===== src/hdl/triangle_longest_edge_split_core_macros.svh =====
// assertion helpers for the edge split core
`ifndef TRIANGLE_LONGEST_EDGE_SPLIT_CORE_MACROS_SVH
`define TRIANGLE_LONGEST_EDGE_SPLIT_CORE_MACROS_SVH

// same-cycle implication
`define TLES_ASSERT_NOW(lbl, ante, cons, msg) \
    lbl: assert property (@(posedge i_clk) disable iff (!i_rst_n) (ante) |-> (cons)) \
        else $error(msg);

// next-cycle implication
`define TLES_ASSERT_NEXT(lbl, ante, cons, msg) \
    lbl: assert property (@(posedge i_clk) disable iff (!i_rst_n) (ante) |=> (cons)) \
        else $error(msg);

`endif


===== src/hdl/tles_pkg.sv =====
package tles_pkg;

    typedef struct packed {
        logic signed [23:0] pos_x;
        logic signed [23:0] pos_y;
        logic signed [23:0] pos_z;
        logic signed [23:0] tex_u;
        logic signed [23:0] tex_v;
        logic [15:0]        attr_tag;
        logic               last_of_batch;
    } t_in;

    typedef struct packed {
        logic signed [23:0] out_x;
        logic signed [23:0] out_y;
        logic signed [23:0] out_z;
        logic signed [23:0] out_u;
        logic signed [23:0] out_v;
        logic [15:0]        out_tag;
        logic [1:0]         corner;
        logic               was_split;
        logic               run_last;
        logic               batch_end;
    } t_out;

    typedef struct packed {
        logic signed [23:0] x;
        logic signed [23:0] y;
        logic signed [23:0] z;
        logic signed [23:0] u;
        logic signed [23:0] v;
    } t_vtx;

    typedef enum logic [1:0] {
        EDGE_BC = 2'd0,
        EDGE_AC = 2'd1,
        EDGE_AB = 2'd2
    } t_edge;

    typedef enum logic [1:0] {
        VSEL_A = 2'd0,
        VSEL_B = 2'd1,
        VSEL_C = 2'd2,
        VSEL_M = 2'd3
    } t_vsel;

    localparam int unsigned STEP_W = 5;
    localparam int unsigned IDX_W  = 3;

    // multiplier schedule, one product per step
    localparam logic [STEP_W-1:0] ST_CX    = 5'd0;
    localparam logic [STEP_W-1:0] ST_CY    = 5'd2;
    localparam logic [STEP_W-1:0] ST_CZ    = 5'd4;
    localparam logic [STEP_W-1:0] ST_SQX   = 5'd6;
    localparam logic [STEP_W-1:0] ST_SQY   = 5'd9;
    localparam logic [STEP_W-1:0] ST_SQZ   = 5'd12;
    localparam logic [STEP_W-1:0] ST_LIM   = 5'd15;
    localparam logic [STEP_W-1:0] ST_LA    = 5'd18;
    localparam logic [STEP_W-1:0] ST_LB    = 5'd21;
    localparam logic [STEP_W-1:0] ST_LC    = 5'd24;
    localparam logic [STEP_W-1:0] ST_COUNT = 5'd27;

    localparam logic [IDX_W-1:0] IDX_PLAIN_LAST = 3'd2;
    localparam logic [IDX_W-1:0] IDX_SPLIT_LAST = 3'd5;

    localparam logic [1:0] CORNER_C = 2'd2;

    typedef struct packed {
        logic              cap_a;
        logic              cap_b;
        logic              cap_c;
        logic              issue;
        logic [STEP_W-1:0] step;
        logic              decide;
        logic              mid;
        logic              load_out;
        logic [IDX_W-1:0]  out_idx;
    } t_cmd;

    typedef struct packed {
        logic split;
    } t_sts;

    // which vertex goes out at each position of the run
    function automatic t_vsel emit_sel(logic split, t_edge edge_sel, logic [IDX_W-1:0] k);
        t_vsel s;
        s = VSEL_A;
        if (!split) begin
            case (k)
                3'd0:    s = VSEL_A;
                3'd1:    s = VSEL_B;
                default: s = VSEL_C;
            endcase
        end else begin
            case (edge_sel)
                EDGE_BC: begin
                    case (k)
                        3'd0, 3'd3: s = VSEL_A;
                        3'd1:       s = VSEL_B;
                        3'd2, 3'd4: s = VSEL_M;
                        default:    s = VSEL_C;
                    endcase
                end
                EDGE_AC: begin
                    case (k)
                        3'd0:       s = VSEL_A;
                        3'd1, 3'd4: s = VSEL_B;
                        3'd2, 3'd3: s = VSEL_M;
                        default:    s = VSEL_C;
                    endcase
                end
                default: begin
                    case (k)
                        3'd0:       s = VSEL_A;
                        3'd4:       s = VSEL_B;
                        3'd1, 3'd3: s = VSEL_M;
                        default:    s = VSEL_C;
                    endcase
                end
            endcase
        end
        return s;
    endfunction

endpackage


===== src/hdl/tles_ctrl.sv =====
module tles_ctrl (
    input  logic          i_clk,
    input  logic          i_rst_n,
    input  logic          i_in_valid,
    output logic          o_in_ready,
    input  logic          i_out_ready,
    output logic          o_out_valid,
    input  tles_pkg::t_sts i_sts,
    output tles_pkg::t_cmd o_cmd
);
    import tles_pkg::*;

    typedef enum logic [4:0] {
        S_COLLECT = 5'b00001,
        S_CALC    = 5'b00010,
        S_DECIDE  = 5'b00100,
        S_MID     = 5'b01000,
        S_EMIT    = 5'b10000
    } t_state;

    t_state            r_state, n_state;
    logic [1:0]        r_cnt, n_cnt;
    logic [STEP_W-1:0] r_step, n_step;
    logic [IDX_W-1:0]  r_k, n_k;
    logic              r_out_valid, n_out_valid;
    logic              in_xfer, slot_free;

    assign o_in_ready  = (r_state == S_COLLECT);
    assign in_xfer     = i_in_valid && o_in_ready;
    assign slot_free   = !r_out_valid || i_out_ready;
    assign o_out_valid = r_out_valid;

    always_comb begin
        n_state     = r_state;
        n_cnt       = r_cnt;
        n_step      = r_step;
        n_k         = r_k;
        n_out_valid = r_out_valid && !i_out_ready;
        o_cmd       = '0;
        o_cmd.step    = r_step;
        o_cmd.out_idx = r_k;
        unique case (r_state)
            S_COLLECT: begin
                if (in_xfer) begin
                    o_cmd.cap_a = (r_cnt == 2'd0);
                    o_cmd.cap_b = (r_cnt == 2'd1);
                    o_cmd.cap_c = (r_cnt == 2'd2);
                    if (r_cnt == 2'd2) begin
                        n_cnt   = 2'd0;
                        n_step  = '0;
                        n_state = S_CALC;
                    end else begin
                        n_cnt = r_cnt + 2'd1;
                    end
                end
            end
            S_CALC: begin
                o_cmd.issue = (r_step != ST_COUNT);
                if (r_step == ST_COUNT) begin
                    n_state = S_DECIDE;
                end else begin
                    n_step = r_step + 5'd1;
                end
            end
            S_DECIDE: begin
                o_cmd.decide = 1'b1;
                n_state      = S_MID;
            end
            S_MID: begin
                o_cmd.mid = 1'b1;
                n_k       = '0;
                n_state   = S_EMIT;
            end
            S_EMIT: begin
                if (slot_free) begin
                    o_cmd.load_out = 1'b1;
                    n_out_valid    = 1'b1;
                    n_k            = r_k + 3'd1;
                    if (r_k == (i_sts.split ? IDX_SPLIT_LAST : IDX_PLAIN_LAST)) begin
                        n_state = S_COLLECT;
                    end
                end
            end
            default: n_state = S_COLLECT;
        endcase
    end

    always_ff @(posedge i_clk) begin
        if (!i_rst_n) begin
            r_state     <= S_COLLECT;
            r_cnt       <= '0;
            r_step      <= '0;
            r_k         <= '0;
            r_out_valid <= 1'b0;
        end else begin
            r_state     <= n_state;
            r_cnt       <= n_cnt;
            r_step      <= n_step;
            r_k         <= n_k;
            r_out_valid <= n_out_valid;
        end
    end

endmodule


===== config.mk =====
export PLATFORM = sky130hd
export DESIGN_NAME = tles_ctrl
export DESIGN_NICKNAME = d
export VERILOG_FILES = /design/src/hdl/triangle_longest_edge_split_core_macros.svh /design/src/hdl/tles_pkg.sv /design/src/hdl/tles_ctrl.sv
export SDC_FILE = /design/constraint.sdc
export NUM_CORES = 1
export LEC_CHECK = 0
export BUFFER_PORTS_ARGS = -buffer_cell sky130_fd_sc_hd__buf_4
export CAP_MARGIN = 20
export CORE_MARGIN = 2
export CORE_UTILIZATION = 40
export CTS_CLUSTER_DIAMETER = 200
export CTS_CLUSTER_SIZE = 28
export DETAILED_ROUTE_END_ITERATION = 10
export PLACE_DENSITY_LB_ADDON = 0.15
export SYNTH_ARGS = -nofsm -noshare
export SYNTH_HDL_FRONTEND = slang
export SYNTH_SLANG_ARGS = --single-unit

===== constraint.sdc =====
create_clock -name i_clk -period 2.35 [get_ports i_clk]
set_input_delay 0.3525 -clock i_clk [delete_from_list [all_inputs] [get_ports i_clk]]
set_output_delay 0.3525 -clock i_clk [all_outputs]
set_load 0.02 [all_outputs]

==> results_dict.tcl <==
set metrics [dict create \
    layout.nets 126 \
    yosysWarnings 0 \
    maxSlewHeadroom_pct 80.0 \
    critPathArrivalTime_ns 1.57 \
    drv_cap 0 \
    num_antenna_cells 0 \
    cts_tree "yes" \
    setup.worst_path.start "r_state[2]" \
    timing_worst_setup_path_type "flip-flop to output pin" \
    power_frac_clock_pct 31.0 \
    min_period_ns 1.92 \
    fp.dieH_um 50.1 \
    power_frac_comb_pct 9.1 \
    ir_drop_mv 0.354 \
    via_per_inst 5.17 \
    cts_max_level 1 \
    status "finished, final reports clean" \
    clock_path_buffers 2 \
    slew_violations 0 \
    busiest_layer "met2" \
    worstPathRequired_ns 2.00 \
    synth.distinct_cells 38 \
    min_from "i_rst_n" \
    multi_input_comb_area_um2 500 \
    cts.sinks 16 \
    rows 16 \
    synth_cells 95 \
    grt_pass1_wl_um 2950 \
    post_cts_resized 0 \
    first_iter_violations 9 \
    post_drt_wl_per_cell_um 12.0 \
    grt_start_max_net_pins 17 \
    syn_area_um2 851 \
    fin_skew_ns 0.00172 \
    vias 744 \
    die_w_um 50.1 \
    start_util_pct 42.9 \
    r2r-start "r_state[3]" \
    cts_setup_buffers 0 \
    cts_hold_buffers 0 \
    synth-seq-cells 16 \
    port_buffers 21 \
    cellPowerDensity_nw_per_um2 443 \
    clock-root-buffer "clkbuf_4" \
    finalSetupTns_ns 0 \
    drive_gt1_share_pct 30.8 \
    endpoint_kind "output pin" \
    avgSynthCellArea_um2 8.96 \
    tightest_slew_ns 0.298 \
    fillCellCount 194 \
    grt_pass1_vias 697 \
    finalWirelength_um 1720 \
    hp-class "primary input to flip-flop" \
    antenna_found_initial 0 \
    worst_setup_path_start_kind "flip-flop" \
    gr-usage-met1_pct 18.0 \
    synth-edff-count 0 \
    ys_seq_area_share_pct 37.6 \
    cp_max_fo 6 \
    syn_to_final_growth_pct 23.8 \
    hold_slack_ns 0.380 \
    p_sw_share_pct 24.1 \
    core_area_um2 1980 \
    rsz0062_at_grt "false" \
    p_leak_nw 0.468 \
    remaining_drc_errors 0 \
    gp_congestion 0.754 \
    grt_remaining_overflow 0 \
    synth_fp_nets 102 \
    hold_viol 0 \
    insertion_delay_ns 0.29 \
    p_int_mw 0.354 \
    met2_usage_pct 25.4 \
    fp.dieArea_um2 2510 \
    dr.pass1.iters 3 \
    p_sw_mw 0.113 \
    ant_nets 0 \
    io_pins 22 \
    grt_use_met3_pct 3.64 \
    fin_total_pwr_mw 0.467 \
    clk_pin_slew_ns 0.09 \
    p_seq_share_pct 59.9 \
    grt_usage_pct 15.7 \
    fin_crit_sh_pct 81.8 \
    dpl.hpwl_um 1330 \
    cts_buffers 3 \
    regArea_um2 320 \
    synthFlopType "dfxtp_1" \
    setup_viol 0 \
    max_freq_mhz 520 \
    synthArstFlopShare_pct 0 \
]
synthesized netlist by cell type (2+ instances only):
cell / instances / share of area [%]
dfxtp_1: 16 / 38
inv_1: 4 / 1.8
o21a_1: 3 / 2.6
and2_1: 2 / 1.5
nor2_1: 6 / 2.6
xor2_1: 3 / 3.1
nand4_1: 2 / 1.5
nor3_2: 3 / 3.5
nand3_2: 3 / 3.5
nand2_1: 13 / 5.7
nand3_1: 5 / 2.9
and3_1: 4 / 2.9
nor2b_1: 2 / 1.5
nand4b_1: 3 / 3.1
ha_1: 2 / 2.9
or4b_1: 2 / 2.4
cells by family after synthesis:
kind of cell	after synthesis	share of synthesized area [%]
adder cells (fa/ha/maj)	2	2.94
flip-flops	16	37.6
AND/OR/NAND/NOR	53	40.0
AO/OA/AOI/OAI	13	11.8
XOR/XNOR	4	4.12
buffers and inverters	7	3.53
power by group through the flow:
stage                     Sequential (mW)  Clock, mW  Combinational [mW]
after CTS                           0.280      0.153              0.0429
after detailed placement            0.286          0              0.0427
after global routing                0.280      0.164              0.0464
after floorplan                     0.285          0              0.0260
after global placement              0.286          0              0.0423
final                               0.280      0.145              0.0424
cell usage in the layout, fill, tap and decap left out, types with 4 or more instances in the layout:
cell type,Yosys,routed
buf_4,1,21
dfxtp_1,16,16
and3_1,4,4
nand3_1,5,5
nor2_1,6,6
inv_1,4,4
nand2_1,13,13
critical path: stages, from the launching register on:
cell and delay [ns]:
dfxtp_1 0.37, nor3_2 0.32, nand3_2 0.18, nor3b_1 0.23
buf_4 0.18
sequential cells by signal, summed over array words and instances (netlist names):
| name | cells |
|---|---|
| r_step | 5 |
| r_cnt | 2 |
| r_k | 3 |
| r_state | 5 |
| o_out_valid | 1 |
layout make-up:
class / instances / area share, %
repair buffers: 21 / 15.0
inverters: 5 / 1.78
multi-input cells: 72 / 47.5
flip-flops and latches: 16 / 30.4
clock buffers: 3 / 2.14
well taps: 27 / 3.21
routing by layer:
layer / vias up / part of all wire [%]
met4: 0 / 2.8
li1: 378 / -
met1: 343 / 46
met5: - / 0
met2: 18 / 46
met3: 5 / 5.5
stage by stage:
step	cells	area [um2]	worst slack (ns)	util [%]
after floorplan	95	851	0.685	-
after global placement	141	1030	0.826	52.0
after detailed placement	141	1030	0.733	52.0
after global routing	144	1050	0.301	53.2
after CTS	144	1050	0.397	53.2
final	144	1050	0.428	53.2
path summary, 6_finish.rpt:
| kind | end | cells after the start | slack, ns |
|---|---|---|---|
| setup / recovery | o_cmd[13] | 4 | 0.43 |
| hold / removal | r_cnt[0] | 2 | 0.38 |
| setup reg to reg | r_k[0] | 4 | 1.00 |
| hold reg to reg | r_cnt[1] | 2 | 0.51 |
No activity file was read; power rests on OpenSTA's default activity.
